### src/rtl/core/fprc16_pkg.sv
`default_nettype none
// ----------------------------------------------------------------------------
// fprc16_pkg
// Shared types and constants for the framed packet receiver with CRC-16 check.
// ----------------------------------------------------------------------------
package fprc16_pkg;

  // header layout
  localparam int unsigned HDR_BYTES  = 8;
  localparam int unsigned HDR_IDX_W  = 3;
  localparam int unsigned HDR_VER    = 0;
  localparam int unsigned HDR_FLAGS  = 1;
  localparam int unsigned HDR_CMD_LO = 2;
  localparam int unsigned HDR_CMD_HI = 3;
  localparam int unsigned HDR_SEQ_LO = 4;
  localparam int unsigned HDR_SEQ_HI = 5;
  localparam int unsigned HDR_LEN_LO = 6;
  localparam int unsigned HDR_LEN_HI = 7;

  // CRC-16/CCITT-FALSE
  localparam logic [15:0] CRC_INIT = 16'hFFFF;
  localparam logic [15:0] CRC_POLY = 16'h1021;

  // configuration registers
  localparam int unsigned CFG_IDX_W = 2;
  typedef enum logic [CFG_IDX_W-1:0] {
    CFG_START_FIRST  = 2'd0,
    CFG_START_SECOND = 2'd1,
    CFG_EXP_VERSION  = 2'd2
  } cfg_idx_e;

  localparam logic [7:0] RST_START_FIRST  = 8'hAA;
  localparam logic [7:0] RST_START_SECOND = 8'h55;
  localparam logic [7:0] RST_EXP_VERSION  = 8'h01;

  // parser phase
  typedef enum logic [2:0] {
    PH_HUNT1,
    PH_HUNT2,
    PH_HEAD,
    PH_BODY,
    PH_CHECK
  } phase_e;

  // result emitter state
  typedef enum logic [1:0] {
    EM_IDLE,
    EM_ONE,
    EM_DATA
  } emit_e;

  // result status codes
  typedef enum logic [1:0] {
    ST_GOOD        = 2'd0,
    ST_CRC_BAD     = 2'd1,
    ST_VERSION_BAD = 2'd2,
    ST_TOO_LONG    = 2'd3
  } status_e;

  // input beat
  typedef struct packed {
    logic [7:0] rx_byte;
  } rx_beat_t;

  // result beat
  typedef struct packed {
    logic [1:0]  status;
    logic [15:0] command;
    logic [15:0] sequence_res;
    logic [7:0]  frame_flags;
    logic [7:0]  version_seen;
    logic [15:0] length;
    logic        has_data;
    logic [7:0]  data_byte;
    logic [4:0]  byte_index;
    logic        last;
  } res_beat_t;

endpackage
`default_nettype wire

### src/rtl/core/fprc16_stream_if.sv
`default_nettype none
// ----------------------------------------------------------------------------
// fprc16_stream_if
// Valid/ready stream channel carrying one payload beat.
// ----------------------------------------------------------------------------
interface fprc16_stream_if #(
  parameter type T = logic
);
  logic valid;
  logic ready;
  T     payload;

  modport source (output valid, output payload, input ready);
  modport sink   (input valid, input payload, output ready);
endinterface
`default_nettype wire

### src/rtl/core/framed_packet_receiver_crc16_unit.sv
`default_nettype none
// ----------------------------------------------------------------------------
// framed_packet_receiver_crc16_unit
// Framed byte-stream receiver: start-marker hunt, 8-byte header, payload
// buffered in a synchronous RAM, running CRC-16/CCITT-FALSE check, and
// emission of the payload (or one status beat) once the frame ends.
// ----------------------------------------------------------------------------
// Output: a status beat (error or empty frame) goes from the emitter state,
//   set by the byte that ends the frame, to the output register; payload
//   beats pass a RAM read, then the output register, and follow at one per
//   cycle while res_o is ready. Throughput: one byte per cycle while parsing;
//   after a frame ends the input is held off until its last beat is loaded.
// Reset: parser, emitter and config registers return to defaults; the
//   payload RAM and header bytes are not cleared.
// ----------------------------------------------------------------------------
module framed_packet_receiver_crc16_unit #(
  parameter int unsigned MAX_PAYLOAD = 32
) (
  input  wire logic                                clk_i,
  input  wire logic                                rst_ni,
  input  wire logic                                cfg_we_i,
  input  wire logic [fprc16_pkg::CFG_IDX_W-1:0]    cfg_idx_i,
  input  wire logic [7:0]                          cfg_wdata_i,
  fprc16_stream_if.sink                            rx_i,
  fprc16_stream_if.source                          res_o
);

  // count width holds 0..MAX_PAYLOAD, address width indexes the RAM
  localparam int unsigned CW = $clog2(MAX_PAYLOAD + 1);
  localparam int unsigned AW = (MAX_PAYLOAD > 1) ? $clog2(MAX_PAYLOAD) : 1;

  // one byte of CRC-16 update, MSB first
  function automatic logic [15:0] crc_byte(input logic [15:0] crc, input logic [7:0] b);
    logic [15:0] c;
    c = crc ^ {b, 8'h00};
    for (int i = 0; i < 8; i++) begin
      if (c[15]) begin
        c = {c[14:0], 1'b0} ^ fprc16_pkg::CRC_POLY;
      end else begin
        c = {c[14:0], 1'b0};
      end
    end
    return c;
  endfunction

  // configuration registers
  logic [7:0] start_first_q, start_second_q, exp_version_q;

  always_ff @(posedge clk_i or negedge rst_ni) begin
    if (!rst_ni) begin
      start_first_q  <= fprc16_pkg::RST_START_FIRST;
      start_second_q <= fprc16_pkg::RST_START_SECOND;
      exp_version_q  <= fprc16_pkg::RST_EXP_VERSION;
    end else if (cfg_we_i) begin
      if (cfg_idx_i == fprc16_pkg::CFG_START_FIRST)  start_first_q  <= cfg_wdata_i;
      if (cfg_idx_i == fprc16_pkg::CFG_START_SECOND) start_second_q <= cfg_wdata_i;
      if (cfg_idx_i == fprc16_pkg::CFG_EXP_VERSION)  exp_version_q  <= cfg_wdata_i;
    end
  end

  // parser state
  fprc16_pkg::phase_e                phase_q, phase_d;
  logic [fprc16_pkg::HDR_IDX_W-1:0]  hdr_cnt_q, hdr_cnt_d;
  logic [CW-1:0]                     pay_cnt_q, pay_cnt_d;
  logic                              crc_lo_seen_q, crc_lo_seen_d;
  logic [7:0]                        crc_lo_q, crc_lo_d;
  logic [15:0]                       crc_q, crc_d;
  logic [7:0]                        hdr_q [fprc16_pkg::HDR_BYTES];

  // emitter state
  fprc16_pkg::emit_e                 em_st_q, em_st_d;
  fprc16_pkg::status_e               em_status_q, em_status_d;
  logic [CW-1:0]                     em_len_q, em_len_d;
  logic [CW-1:0]                     iss_cnt_q, iss_cnt_d;
  logic                              stg_vld_q, stg_vld_d;
  logic [CW-1:0]                     stg_idx_q, stg_idx_d;
  logic [7:0]                        stg_data_q;

  // output register
  logic                              out_vld_q, out_vld_d;
  fprc16_pkg::res_beat_t             out_q, out_d;

  // payload RAM
  logic [7:0]                        pay_mem [MAX_PAYLOAD];

  logic        rx_fire;
  logic [7:0]  rx_b;
  logic [15:0] crc_next;
  logic [15:0] hdr_len;
  logic [15:0] hdr_len_now;
  logic        hdr_we;
  logic        mem_we;
  logic        issue;
  logic        out_free;
  logic        out_load;

  assign rx_b        = rx_i.payload.rx_byte;
  assign rx_fire     = rx_i.valid && rx_i.ready;
  assign crc_next    = crc_byte(crc_q, rx_b);
  assign hdr_len     = {hdr_q[fprc16_pkg::HDR_LEN_HI], hdr_q[fprc16_pkg::HDR_LEN_LO]};
  assign hdr_len_now = {rx_b, hdr_q[fprc16_pkg::HDR_LEN_LO]};
  assign out_free    = !out_vld_q || res_o.ready;

  // input is taken only while no frame result is pending
  assign rx_i.ready    = (em_st_q == fprc16_pkg::EM_IDLE);
  assign res_o.valid   = out_vld_q;
  assign res_o.payload = out_q;

  // parser and emitter next state
  always_comb begin
    phase_d       = phase_q;
    hdr_cnt_d     = hdr_cnt_q;
    pay_cnt_d     = pay_cnt_q;
    crc_lo_seen_d = crc_lo_seen_q;
    crc_lo_d      = crc_lo_q;
    crc_d         = crc_q;
    hdr_we        = 1'b0;
    mem_we        = 1'b0;
    em_st_d       = em_st_q;
    em_status_d   = em_status_q;
    em_len_d      = em_len_q;
    iss_cnt_d     = iss_cnt_q;
    stg_vld_d     = stg_vld_q;
    stg_idx_d     = stg_idx_q;
    issue         = 1'b0;
    out_load      = 1'b0;
    out_d         = out_q;

    // header fields shared by every result beat
    out_d.command      = {hdr_q[fprc16_pkg::HDR_CMD_HI], hdr_q[fprc16_pkg::HDR_CMD_LO]};
    out_d.sequence_res = {hdr_q[fprc16_pkg::HDR_SEQ_HI], hdr_q[fprc16_pkg::HDR_SEQ_LO]};
    out_d.frame_flags  = hdr_q[fprc16_pkg::HDR_FLAGS];
    out_d.version_seen = hdr_q[fprc16_pkg::HDR_VER];
    out_d.length       = hdr_len;

    // byte parser
    if (rx_fire) begin
      case (phase_q)
        fprc16_pkg::PH_HUNT1: begin
          if (rx_b == start_first_q) phase_d = fprc16_pkg::PH_HUNT2;
        end
        fprc16_pkg::PH_HUNT2: begin
          if (rx_b == start_second_q) begin
            phase_d   = fprc16_pkg::PH_HEAD;
            hdr_cnt_d = '0;
            crc_d     = fprc16_pkg::CRC_INIT;
          end else if (rx_b != start_first_q) begin
            phase_d = fprc16_pkg::PH_HUNT1;
          end
        end
        fprc16_pkg::PH_HEAD: begin
          hdr_we    = 1'b1;
          hdr_cnt_d = hdr_cnt_q + 1'b1;
          crc_d     = crc_next;
          if (hdr_cnt_q == fprc16_pkg::HDR_IDX_W'(fprc16_pkg::HDR_BYTES - 1)) begin
            if (hdr_q[fprc16_pkg::HDR_VER] != exp_version_q) begin
              em_st_d     = fprc16_pkg::EM_ONE;
              em_status_d = fprc16_pkg::ST_VERSION_BAD;
              phase_d     = fprc16_pkg::PH_HUNT1;
              crc_d       = fprc16_pkg::CRC_INIT;
            end else if (hdr_len_now > 16'(MAX_PAYLOAD)) begin
              em_st_d     = fprc16_pkg::EM_ONE;
              em_status_d = fprc16_pkg::ST_TOO_LONG;
              phase_d     = fprc16_pkg::PH_HUNT1;
              crc_d       = fprc16_pkg::CRC_INIT;
            end else begin
              pay_cnt_d     = '0;
              crc_lo_seen_d = 1'b0;
              phase_d       = (hdr_len_now == 16'd0) ? fprc16_pkg::PH_CHECK
                                                     : fprc16_pkg::PH_BODY;
            end
          end
        end
        fprc16_pkg::PH_BODY: begin
          mem_we    = 1'b1;
          pay_cnt_d = pay_cnt_q + 1'b1;
          crc_d     = crc_next;
          if ((16'(pay_cnt_q) + 16'd1 >= hdr_len) ||
              (pay_cnt_q == CW'(MAX_PAYLOAD - 1))) begin
            phase_d       = fprc16_pkg::PH_CHECK;
            crc_lo_seen_d = 1'b0;
          end
        end
        fprc16_pkg::PH_CHECK: begin
          if (!crc_lo_seen_q) begin
            crc_lo_d      = rx_b;
            crc_lo_seen_d = 1'b1;
          end else begin
            if ({rx_b, crc_lo_q} != crc_q) begin
              em_st_d     = fprc16_pkg::EM_ONE;
              em_status_d = fprc16_pkg::ST_CRC_BAD;
            end else if (hdr_len == 16'd0) begin
              em_st_d     = fprc16_pkg::EM_ONE;
              em_status_d = fprc16_pkg::ST_GOOD;
            end else begin
              em_st_d   = fprc16_pkg::EM_DATA;
              em_len_d  = hdr_len[CW-1:0];
              iss_cnt_d = '0;
            end
            phase_d       = fprc16_pkg::PH_HUNT1;
            hdr_cnt_d     = '0;
            pay_cnt_d     = '0;
            crc_lo_seen_d = 1'b0;
            crc_d         = fprc16_pkg::CRC_INIT;
          end
        end
        default: begin
          phase_d       = fprc16_pkg::PH_HUNT1;
          hdr_cnt_d     = '0;
          pay_cnt_d     = '0;
          crc_lo_seen_d = 1'b0;
          crc_d         = fprc16_pkg::CRC_INIT;
        end
      endcase
    end

    // result emitter
    case (em_st_q)
      fprc16_pkg::EM_ONE: begin
        if (out_free) begin
          out_load         = 1'b1;
          out_d.status     = em_status_q;
          out_d.has_data   = 1'b0;
          out_d.data_byte  = 8'd0;
          out_d.byte_index = 5'd0;
          out_d.last       = 1'b1;
          em_st_d          = fprc16_pkg::EM_IDLE;
        end
      end
      fprc16_pkg::EM_DATA: begin
        // staged RAM word moves to the output register
        if (stg_vld_q && out_free) begin
          out_load         = 1'b1;
          out_d.status     = fprc16_pkg::ST_GOOD;
          out_d.has_data   = 1'b1;
          out_d.data_byte  = stg_data_q;
          out_d.byte_index = 5'(stg_idx_q);
          out_d.last       = (stg_idx_q + 1'b1 == em_len_q);
          stg_vld_d        = 1'b0;
          if (stg_idx_q + 1'b1 == em_len_q) em_st_d = fprc16_pkg::EM_IDLE;
        end
        // next RAM read when the stage is free or drains this cycle
        if ((iss_cnt_q != em_len_q) && (!stg_vld_q || out_free)) begin
          issue     = 1'b1;
          stg_vld_d = 1'b1;
          stg_idx_d = iss_cnt_q;
          iss_cnt_d = iss_cnt_q + 1'b1;
        end
      end
      default: ;
    endcase

    out_vld_d = out_load || (out_vld_q && !res_o.ready);
  end

  // control registers
  always_ff @(posedge clk_i or negedge rst_ni) begin
    if (!rst_ni) begin
      phase_q       <= fprc16_pkg::PH_HUNT1;
      hdr_cnt_q     <= '0;
      pay_cnt_q     <= '0;
      crc_lo_seen_q <= 1'b0;
      crc_lo_q      <= 8'd0;
      crc_q         <= fprc16_pkg::CRC_INIT;
      em_st_q       <= fprc16_pkg::EM_IDLE;
      em_status_q   <= fprc16_pkg::ST_GOOD;
      em_len_q      <= '0;
      iss_cnt_q     <= '0;
      stg_vld_q     <= 1'b0;
      stg_idx_q     <= '0;
      out_vld_q     <= 1'b0;
    end else begin
      phase_q       <= phase_d;
      hdr_cnt_q     <= hdr_cnt_d;
      pay_cnt_q     <= pay_cnt_d;
      crc_lo_seen_q <= crc_lo_seen_d;
      crc_lo_q      <= crc_lo_d;
      crc_q         <= crc_d;
      em_st_q       <= em_st_d;
      em_status_q   <= em_status_d;
      em_len_q      <= em_len_d;
      iss_cnt_q     <= iss_cnt_d;
      stg_vld_q     <= stg_vld_d;
      stg_idx_q     <= stg_idx_d;
      out_vld_q     <= out_vld_d;
    end
  end

  // header and output registers
  always_ff @(posedge clk_i) begin
    if (hdr_we) hdr_q[hdr_cnt_q] <= rx_b;
    if (out_load) out_q <= out_d;
  end

  // payload RAM: writes happen only while parsing, reads only while
  // emitting with input held off, so the two never touch the same cycle
  always_ff @(posedge clk_i) begin
    if (mem_we) pay_mem[pay_cnt_q[AW-1:0]] <= rx_b;
    if (issue) stg_data_q <= pay_mem[iss_cnt_q[AW-1:0]];
  end

  // checks
  a_body_in_range: assert property (@(posedge clk_i) disable iff (!rst_ni)
    (phase_q == fprc16_pkg::PH_BODY) |-> (pay_cnt_q < CW'(MAX_PAYLOAD)))
    else $error("payload count ran past the buffer");

  a_emit_len: assert property (@(posedge clk_i) disable iff (!rst_ni)
    (em_st_q == fprc16_pkg::EM_DATA) |-> (em_len_q != '0))
    else $error("data emission with empty length");

  a_stage_idx: assert property (@(posedge clk_i) disable iff (!rst_ni)
    stg_vld_q |-> (stg_idx_q < em_len_q) && (em_st_q == fprc16_pkg::EM_DATA))
    else $error("staged index outside the frame");

  a_last_ends: assert property (@(posedge clk_i) disable iff (!rst_ni)
    (out_load && out_d.last) |=> (em_st_q == fprc16_pkg::EM_IDLE) && !stg_vld_q)
    else $error("emitter busy after last beat");

  a_no_write_in_emit: assert property (@(posedge clk_i) disable iff (!rst_ni)
    (em_st_q != fprc16_pkg::EM_IDLE) |-> !mem_we && !hdr_we)
    else $error("frame storage written during emission");

endmodule
`default_nettype wire

### src/flat_wrapper.sv
// flat-port wrapper written by rule: the top's interface ports become plain ports
module framed_packet_receiver_crc16_unit_flat import fprc16_pkg::*;
#(
  parameter int unsigned MAX_PAYLOAD = 32
)
  (clk_i, rst_ni, cfg_we_i, cfg_idx_i, cfg_wdata_i, rx_i_valid, rx_i_payload, rx_i_ready, res_o_valid, res_o_payload, res_o_ready);
  fprc16_stream_if #(.T(rx_beat_t)) rx_i_i ();
  fprc16_stream_if #(.T(res_beat_t)) res_o_i ();
  input  wire logic clk_i;
  input  wire logic rst_ni;
  input  wire logic cfg_we_i;
  input  wire logic [fprc16_pkg::CFG_IDX_W-1:0] cfg_idx_i;
  input  wire logic [7:0] cfg_wdata_i;
  input wire logic [$bits(rx_i_i.valid)-1:0] rx_i_valid;
  input wire logic [$bits(rx_i_i.payload)-1:0] rx_i_payload;
  output wire logic [$bits(rx_i_i.ready)-1:0] rx_i_ready;
  output wire logic [$bits(res_o_i.valid)-1:0] res_o_valid;
  output wire logic [$bits(res_o_i.payload)-1:0] res_o_payload;
  input wire logic [$bits(res_o_i.ready)-1:0] res_o_ready;
  assign rx_i_i.valid = rx_i_valid;
  assign rx_i_i.payload = rx_i_payload;
  assign rx_i_ready = rx_i_i.ready;
  assign res_o_valid = res_o_i.valid;
  assign res_o_payload = res_o_i.payload;
  assign res_o_i.ready = res_o_ready;
  framed_packet_receiver_crc16_unit #(.MAX_PAYLOAD(MAX_PAYLOAD)) u_core (.clk_i(clk_i), .rst_ni(rst_ni), .cfg_we_i(cfg_we_i), .cfg_idx_i(cfg_idx_i), .cfg_wdata_i(cfg_wdata_i), .rx_i(rx_i_i), .res_o(res_o_i));
endmodule
### config.mk
export PLATFORM = sky130hd
export DESIGN_NAME = framed_packet_receiver_crc16_unit_flat
export DESIGN_NICKNAME = d
export VERILOG_FILES = /design/src/rtl/core/fprc16_pkg.sv /design/src/rtl/core/fprc16_stream_if.sv /design/src/rtl/core/framed_packet_receiver_crc16_unit.sv /design/src/flat_wrapper.sv
export SDC_FILE = /design/constraint.sdc
export NUM_CORES = 1
export LEC_CHECK = 0
export BUFFER_PORTS_ARGS = -buffer_cell sky130_fd_sc_hd__buf_4
export CAP_MARGIN = 20
export CELL_PAD_IN_SITES_DETAIL_PLACEMENT = 2
export CELL_PAD_IN_SITES_GLOBAL_PLACEMENT = 2
export CORE_MARGIN = 2
export CORE_UTILIZATION = 47
export CTS_CLUSTER_DIAMETER = 100
export DETAILED_ROUTE_END_ITERATION = 12
export PLACE_DENSITY_LB_ADDON = 0.05
export SYNTH_ARGS = -nofsm -noshare
export SYNTH_HDL_FRONTEND = slang
export SYNTH_SLANG_ARGS = --single-unit
### constraint.sdc
create_clock -name clk_i -period 3.8 [get_ports clk_i]
set_input_delay 0.19 -clock clk_i [delete_from_list [all_inputs] [get_ports clk_i]]
set_output_delay 0.19 -clock clk_i [all_outputs]
set_load 0.05 [all_outputs]
==> metrics.md, run 1 <==
| Metric | Value |
|---|---|
| Status | completed |
| DRC | 0 |
| Pint | between 10 and 15 mW |
| Antenna cells | 0 |
| Flops & latches, synth | between 400 and 500 |
| Distinct cells, synth | 62 |
| Routability congestion estimate | 0.765 |
| Tmin final | 3.56 ns |
| Critical path capture point type | flop |
| Fin. Hold Viols | 0 |
| Dominant synthesized flop cell | edfxtp_1 |
| Final setup violation count | 0 |
| Initial Util | 47.6% |
| Hold crit path type | in2reg |
| Critical Path Start Type | flop |
| Number of CTS-inserted buffers | 53 |
| Pin count of the biggest net entering global routing | 60 |
| Final instance area | 23,000 um^2 |
| RSZ-0062 raised after global routing | false |
| Port Buf Inserts | 105 |
| Req. time, crit path | 4.29 ns |
| Vias | 10,600 |
| Final HPWL DP | 36.7 mm |
| Root Driver | clkbuf_16 |
| Fmax | 281 MHz |
| Most used cell along the critical path | nor3_1 |
| Mapped Area | 19,400 um^2 |
| Initial antenna violation count | 1 |
| Final net count | 1,268 |
| Worst-Margin Slew | 0.994 ns |
| Data arrival, critical path | between 4 and 5 ns |
| Top post-synthesis cells by area | edfxtp_1, mux4_2, dfrtp_1, dfstp_2, mux2_2 |
| Clock sinks | a little under 500 |
| Top-area cell type share of the netlist area | 63.2% |
| Final period util | 93.6% |
| Asr flop ratio synth | roughly 17% |
| Crit path largest cell delay | 0.72 ns |
| Rows | 74 |
| TritonCTS clock tree | built |
| Lkg Pwr | 7.98 nW |
| Top cell type by total area after synthesis | edfxtp_1 |
| Die ar. | approximately 43,000 um^2 |
| Switching share of power | 28.6% |
| NetSw | 4.26 mW |
| Worst setup skew after layout | 0.0214 ns |
| Initial DRC count | 711 |
| Clk pin slew, worst setup/hold paths | 0.06 ns |
| Post-Syn Instances | 1,042 |
| Seq/Total Area, Yosys | 74.3% |
| Drt total wl | 58.8 mm |
| Global route overflow | 0 |
| Relative slew slack | 33.5% |
| H-tree levels | 2 |
| Drt first pass iters | 4 |
| Synth Area per Inst | roughly 19 um^2 |
| Die H | approximately 210 um |
| Synthesized Nets | approximately 1,100 |
| Share of cells above drive strength 1 | 31.6% |
| Avg WL per Cell | 32.6 um |
| Global-route wire length before repair | 85.1 mm |
| Crit path max fanout | 10 |
| VDD IR max | 498 uV |
| Die X | between 200 and 250 um |
| Share of power burned in registers | 44.4% |
| Number of global-route vias before repair | 11,900 |
| Total chip power | 14.9 mW |
| Area added between synthesis and finish | 18.2% |
| Cell area power density | approximately 650 nW/um^2 |
| Combinational Power Share | between 20% and 30% |
| DRT antenna net count | 0 |
| Critical-path cell list | nand3_1 -> nor3_1 -> xor2_1 -> ha_1 -> a21o_1 -> a21oi_1 -> nor3_1 -> a2111oi_0 -> a211oi_2 -> mux2_1 |
| Clk_lat worst skew | between 0.6 and 0.7 ns |
| GR Util All Layers | 27.7% |
| Placed cell area | 21,100 um^2 |
| Yosys warns | 0 |
| Post-CTS Setup Repair Bufs | 0 |
| Setup tns final | 0 ns |
| Core ar. | ~41,000 um^2 |
| Clk network pwr share | 34.9% |
| EDFF count, synth | roughly 410 |
| Critical-path top delay cell | a2111oi_0 |
| Crit path kind | reg2reg |
| Ports | 106 |
| Max Cap Viol | 0 |
| Via/cell ratio | 5.86 |
| Max clock buf depth | 3 |
| Slew Limit Fails | 0 |
==> kinds of logic (layout without fill, tap and decap cells) <==
family / count (synthesis) / after routing / share of synthesized area, %
flip-flops: 494 / 494 / 74.3
XOR/XNOR: 74 / 74 / 3.34
AND/OR/NAND/NOR: 199 / 199 / 4.99
adder cells (fa/ha/maj): 18 / 18 / 1.16
multiplexers: 132 / 132 / 12.3
buffers and inverters: 52 / 281 / 1.20
AO/OA/AOI/OAI: 73 / 73 / 2.70
==> layer usage <==
metal	up-vias	global-route usage, %	part of all wire (%)
li1	4429	-	-
met1	5733	32.6	37
met2	306	51.1	55
met3	104	3.99	4.0
met4	2	10.9	3.7
met5	-	0	0.020
==> final timing paths <==
| kind | start | cells after the start | slack (ns) | to |
|---|---|---|---|---|
| worst min-delay path | cfg_idx_i[1] | 4 | 0.15 | u_core.start_first_q[6]$_DFFE_PN0P_ |
| worst max register to register | u_core.pay_cnt_q[3]$_DFFE_PN0P_ | 10 | 0.24 | u_core.phase_q[0]$_DFFE_PN0P_ |
| worst min register to register | u_core.hdr_q[4][2]$_DFFE_PP_ | 0 | 0.42 | res_o_payload[49]$_DFFE_PP_ |
| max in group asynchronous | rst_ni | 3 | 2.61 | u_core.start_second_q[2]$_DFFE_PN1P_ |
| worst max-delay path | u_core.pay_cnt_q[3]$_DFFE_PN0P_ | 10 | 0.24 | u_core.phase_q[0]$_DFFE_PN0P_ |
| min in group asynchronous | rst_ni | 2 | 0.24 | u_core.crc_lo_q[3]$_DFFE_PN0P_ |
==> cell usage after synthesis, types with 18 or more instances <==
master / count
nand2_1: 49
xor2_1: 25
a21oi_1: 19
dfrtp_1: 60
xnor2_1: 49
ha_1: 18
edfxtp_1: 409
dfstp_2: 25
mux4_2: 80
clkbuf_1: 23
nor2_1: 61
mux2_2: 48
inv_1: 18
==> through the flow <==
stage          hold slack [ns]  std cells  util, %  setup WS, ns
6_report                 0.146       1803     56.2         0.242
5_1_grt                  0.152       1803     56.2        0.0806
4_1_cts                  0.127       1803     56.2         0.266
3_5_place_dp             0.345       1693     51.7         0.445
3_3_place_gp             0.341       1693     51.7         0.700
2_1_floorplan           -0.106       1042        -         0.975
==> cells in the final DEF, fill, tap and decap left out, types with 48 or more instances in the layout <==
master     count
xnor2_1       49
mux4_2        80
clkbuf_16     53
nor2_1        61
dfrtp_1       58
edfxtp_1     409
nand2_1       49
buf_4        150
mux2_2        48
==> what timing repair did <==
item                      4_1_cts  5_1_grt
hold buffers                   11        0
hold endpoints to repair       74        0
gates resized for setup         0        0
==> sequential cells by signal (all words and copies together), names as in the netlist, 6 cells and up <==
name / count
u_core.start_first_q: 8
u_core.start_second_q: 8
u_core.iss_cnt_q: 6
u_core.res_o.payload: 17
u_core.stg_idx_q: 6
u_core.crc_lo_q: 8
u_core.em_len_q: 6
u_core.crc_q: 16
u_core.pay_cnt_q: 6
u_core.exp_version_q: 8
u_core.hdr_q: 64
u_core.pay_mem: 256
u_core.stg_data_q: 8
res_o_payload: 64
==> layout make-up <==
cell class	count	area, um^2
fill	3431	17900
sequential	494	14400
multi-input combinational	496	4760
clock buffer	75	1480
timing repair buffer	164	1300
tap	532	666
clock inverter	24	249
inverter	18	67.6
==> critical path: cells and delay by family, from the launching register on <==
family,cells,cell delay (ns)
compound gates,4,1.22
xor+xnor,1,0.28
fa+ha+maj,1,0.32
flops,1,0.56
mux,1,0.36
simple gates,3,0.69
==> power by group through the flow <==
stage | Sequential (mW) | Combinational, mW | Clock [mW]
after detailed placement | 6.71 | 3.05 | 0
after global routing | 6.66 | 3.29 | 5.45
after global placement | 6.70 | 2.90 | 0
after floorplan | 6.51 | 2.17 | 0
final | 6.62 | 3.09 | 5.21
after CTS | 6.62 | 3.14 | 5.29
Note: power is estimated with default switching activity, not from simulation.
==> run 2: changes to the inputs <==
--- a/config.mk
+++ b/config.mk
@@ -5,12 +5,12 @@
 export SDC_FILE = /design/constraint.sdc
 export NUM_CORES = 1
 export LEC_CHECK = 0
-export BUFFER_PORTS_ARGS = -buffer_cell sky130_fd_sc_hd__buf_4
+export BUFFER_PORTS_ARGS = -buffer_cell sky130_fd_sc_hd__buf_2
 export CAP_MARGIN = 20
 export CELL_PAD_IN_SITES_DETAIL_PLACEMENT = 2
 export CELL_PAD_IN_SITES_GLOBAL_PLACEMENT = 2
 export CORE_MARGIN = 2
-export CORE_UTILIZATION = 47
+export CORE_UTILIZATION = 42
 export CTS_CLUSTER_DIAMETER = 100
 export DETAILED_ROUTE_END_ITERATION = 12
 export PLACE_DENSITY_LB_ADDON = 0.05
==> constraint.sdc (replaced) <==
create_clock -name clk_i -period 3.15 [get_ports clk_i]
set_input_delay 0.1575 -clock clk_i [delete_from_list [all_inputs] [get_ports clk_i]]
set_output_delay 0.1575 -clock clk_i [all_outputs]
set_load 0.05 [all_outputs]
==> run 2 against run 1 <==
Net effect:
- critical path depth is 1 higher
- cell area stayed put
- clock skew is 0.0044 ns lower
- die area is 12% higher
- first-iteration DRC count is 13% lower
- combinational power is 23% higher
- sequential cell count stayed put
- utilization is 5.7 points lower
- global-route usage is 5.2 points lower
- wire length is 12% lower
- cell count is 5.4% higher
==> metrics.md, run 2 (synthesized netlist as in run 1, its figures left out) <==
| Metric | Value |
|---|---|
| Die X | 219 um (+5.7%) |
| Fmax | 350 MHz (+25%) |
| Initial Util | 42.7% (-4.9 points) |
| Clock sinks | 494 (unchanged) |
| Die H | 219 um (+5.7%) |
| Avg WL per Cell | 27.3 um (-16%) |
| Fin. Hold Viols | 0 (unchanged) |
| Met1 wire length | 21.3 mm (-3.0%) |
| Number of global-route vias before repair | 11,500 (-3.5%) |
| Lkg Pwr | 8.01 nW (+0.31%) |
| Routability congestion estimate | 0.787 (+2.9%) |
| VDD IR max | 502 uV (+0.82%) |
| Initial DRC count | 619 (-13%) |
| Drt total wl | 51.8 mm (-12%) |
| Critical Path Start Type | flop |
| Met3 routed WL | 1.78 mm (-24%) |
| Share of cells above drive strength 1 | 32.6% (+0.99 points) |
| Data arrival, critical path | 3.33 ns (-0.72 ns) |
| Initial antenna violation count | 0 (-1) |
| Port Buf Inserts | 105 (unchanged) |
| Number of CTS-inserted buffers | 52 (-1.9%) |
| Final period util | 90.6% (-3.1 points) |
| DRC | 0 (unchanged) |
| Core occupancy in the finished layout | 50.5% (-5.7 points) |
| Crit path max fanout | 6 (-4) |
| Critical-path cell list | nand3_1 -> nor3_2 -> xor2_1 -> ha_1 -> a21o_1 -> a21oi_1 -> nor3_1 -> a2111oi_0 -> buf_4 -> a211oi_2 -> mux2_1 |
| Fill cells | 4,130 (+20%) |
| Ports | 106 (unchanged) |
| Clk_lat worst skew | 0.61 ns (about the same) |
| Pin count of the biggest net entering global routing | 58 (-3.3%) |
| Vias | 10,200 (-3.3%) |
| GR Util All Layers | 22.6% (-5.2 points) |
| DRT antenna net count | 0 (unchanged) |
| Req. time, crit path | 3.63 ns (-0.66 ns) |
| Clk pin slew, worst setup/hold paths | 0.06 ns (about the same) |
| Met2 WL | 27.4 mm (-15%) |
| Area added between synthesis and finish | 18.2% (unchanged) |
| Post-CTS Setup Repair Bufs | 0 (unchanged) |
| Crit path largest cell delay | 0.40 ns (-0.32 ns) |
| Final worst setup slack | 0.297 ns (+0.0551 ns) |
| Root Driver | clkbuf_16 |
| RSZ-0062 raised after global routing | false |
| Total chip power | 17.3 mW (+16%) |
| Top Metal Used | met4 |
| Via/cell ratio | 5.38 (-8.3%) |
| Tmin final | 2.85 ns (-0.705 ns) |
| Die ar. | 48,000 um^2 (+12%) |
| Number of flip-flops in the largest register | 256 (unchanged) |
| Worst-Margin Slew | 0.782 ns (-0.212 ns) |
| Setup tns final | 0 ns (unchanged) |
| Crit path kind | reg2reg |
| Max clock buf depth | 3 (unchanged) |
| Slew Limit Fails | 0 (unchanged) |
| Drt first pass iters | 4 (unchanged) |
| Worst setup skew after layout | 0.0170 ns (-0.00437 ns) |
| Final setup violation count | 0 (unchanged) |
| Global-route wire length before repair | 77.7 mm (-8.7%) |
| Max Cap Viol | 0 (unchanged) |
| Commonest non-fill, non-tap cell in the layout | edfxtp_1 |
| Hold crit path type | in2reg |
| Critical-path top delay cell | a2111oi_0 |
| Commonest non-fill, non-tap cells in the layout | edfxtp_1, buf_2, mux4_2, buf_4, nor2_1 |
| Final HPWL DP | 35.3 mm (-3.7%) |
| Non-Filler Instances | 1,900 (+5.4%) |
| H-tree levels | 2 (unchanged) |
| Post-Place Setup Slack | 0.213 ns (-0.232 ns) |
| Relative slew slack | 47.7% (+14 points) |
| Global route overflow | 0 (unchanged) |
| Cell area power density | 755 nW/um^2 (+16%) |
| Final net count | 1,303 (+2.8%) |
| Rows | 78 (+5.4%) |
| Critical path capture point type | flop |
| TritonCTS clock tree | built |
| Core ar. | 45,500 um^2 (+11%) |
| Antenna cells | 0 (unchanged) |
| Status | completed |
| Placed insts | 1,794 (+6.0%) |
## run 2: changes by cell type in the layout (fill, tap and decap cells not counted), moves of 3 or more
cell and change:
dlygate4sd3_1 +3, clkinv_1 +7, buf_4 -76, buf_2 +104, buf_12 +5, clkbuf_8 -4
bufinv_16 -3
## run 2: path summary, 6_finish.rpt
path	start	endpoint	slack, ns	depth (start not counted)
max	u_core.pay_cnt_q[4]$_DFFE_PN0P_	u_core.phase_q[1]$_DFFE_PN0P_	0.30	11
min	rx_i_payload[1]	u_core.hdr_q[0][1]$_DFFE_PP_	0.03	1
max reg2reg	u_core.pay_cnt_q[4]$_DFFE_PN0P_	u_core.phase_q[1]$_DFFE_PN0P_	0.30	11
min reg2reg	u_core.hdr_q[1][6]$_DFFE_PP_	res_o_payload[45]$_DFFE_PP_	0.42	0
max in group asynchronous	rst_ni	u_core.start_second_q[4]$_DFFE_PN1P_	2.32	3
min in group asynchronous	rst_ni	u_core.crc_lo_q[0]$_DFFE_PN0P_	0.11	2
## run 2: what timing repair did
item | CTS | global route
setup endpoints to repair | 0 | 2
gates resized for setup | 0 | 1
hold buffers | 14 | 0
hold endpoints to repair | 78 | 0
## run 2: through the flow
stage	cell area, um^2	hold WS, ns
finish	23000	0.0315
global route	23000	0.00329
CTS	23000	0.0123
detailed placement	21300	0.194
global placement	21300	0.195
floorplan	19400	-0.138
## run 2: per-layer routing
layer / global-route usage, % / up-vias
li1: - / 4496
met1: 29.0 / 5451
met2: 39.6 / 201
met3: 3.67 / 73
met4: 6.42 / 0
met5: 0 / -
## run 2: critical path, delay by kind of cell, from the launching register on
family / cells / cell delay (ns)
simple gates: 3 / 0.54
compound gates: 4 / 0.78
xor+xnor: 1 / 0.23
flops: 1 / 0.37
mux: 1 / 0.33
buf+inv: 1 / 0.20
fa+ha+maj: 1 / 0.29
## run 2: report_power, final
group          internal [mW]  total, mW  leakage (nW)  switching (mW)
registers               7.48       7.83          4.71           0.348
logic                   1.85       3.81          2.54            1.96
clock network           3.18       5.71         0.761            2.52
## run 2: area by class of cell
class / instances / area, um^2 / area share (%)
Multi-Input combinational cell: 496 / 4770 / 20.8
Inverter: 18 / 67.6 / 0.294
Timing Repair Buffer: 200 / 1380 / 5.99
Tap cell: 600 / 751 / 3.27
Clock buffer: 68 / 1390 / 6.06
Sequential cell: 494 / 14400 / 62.9
Clock inverter: 24 / 166 / 0.725
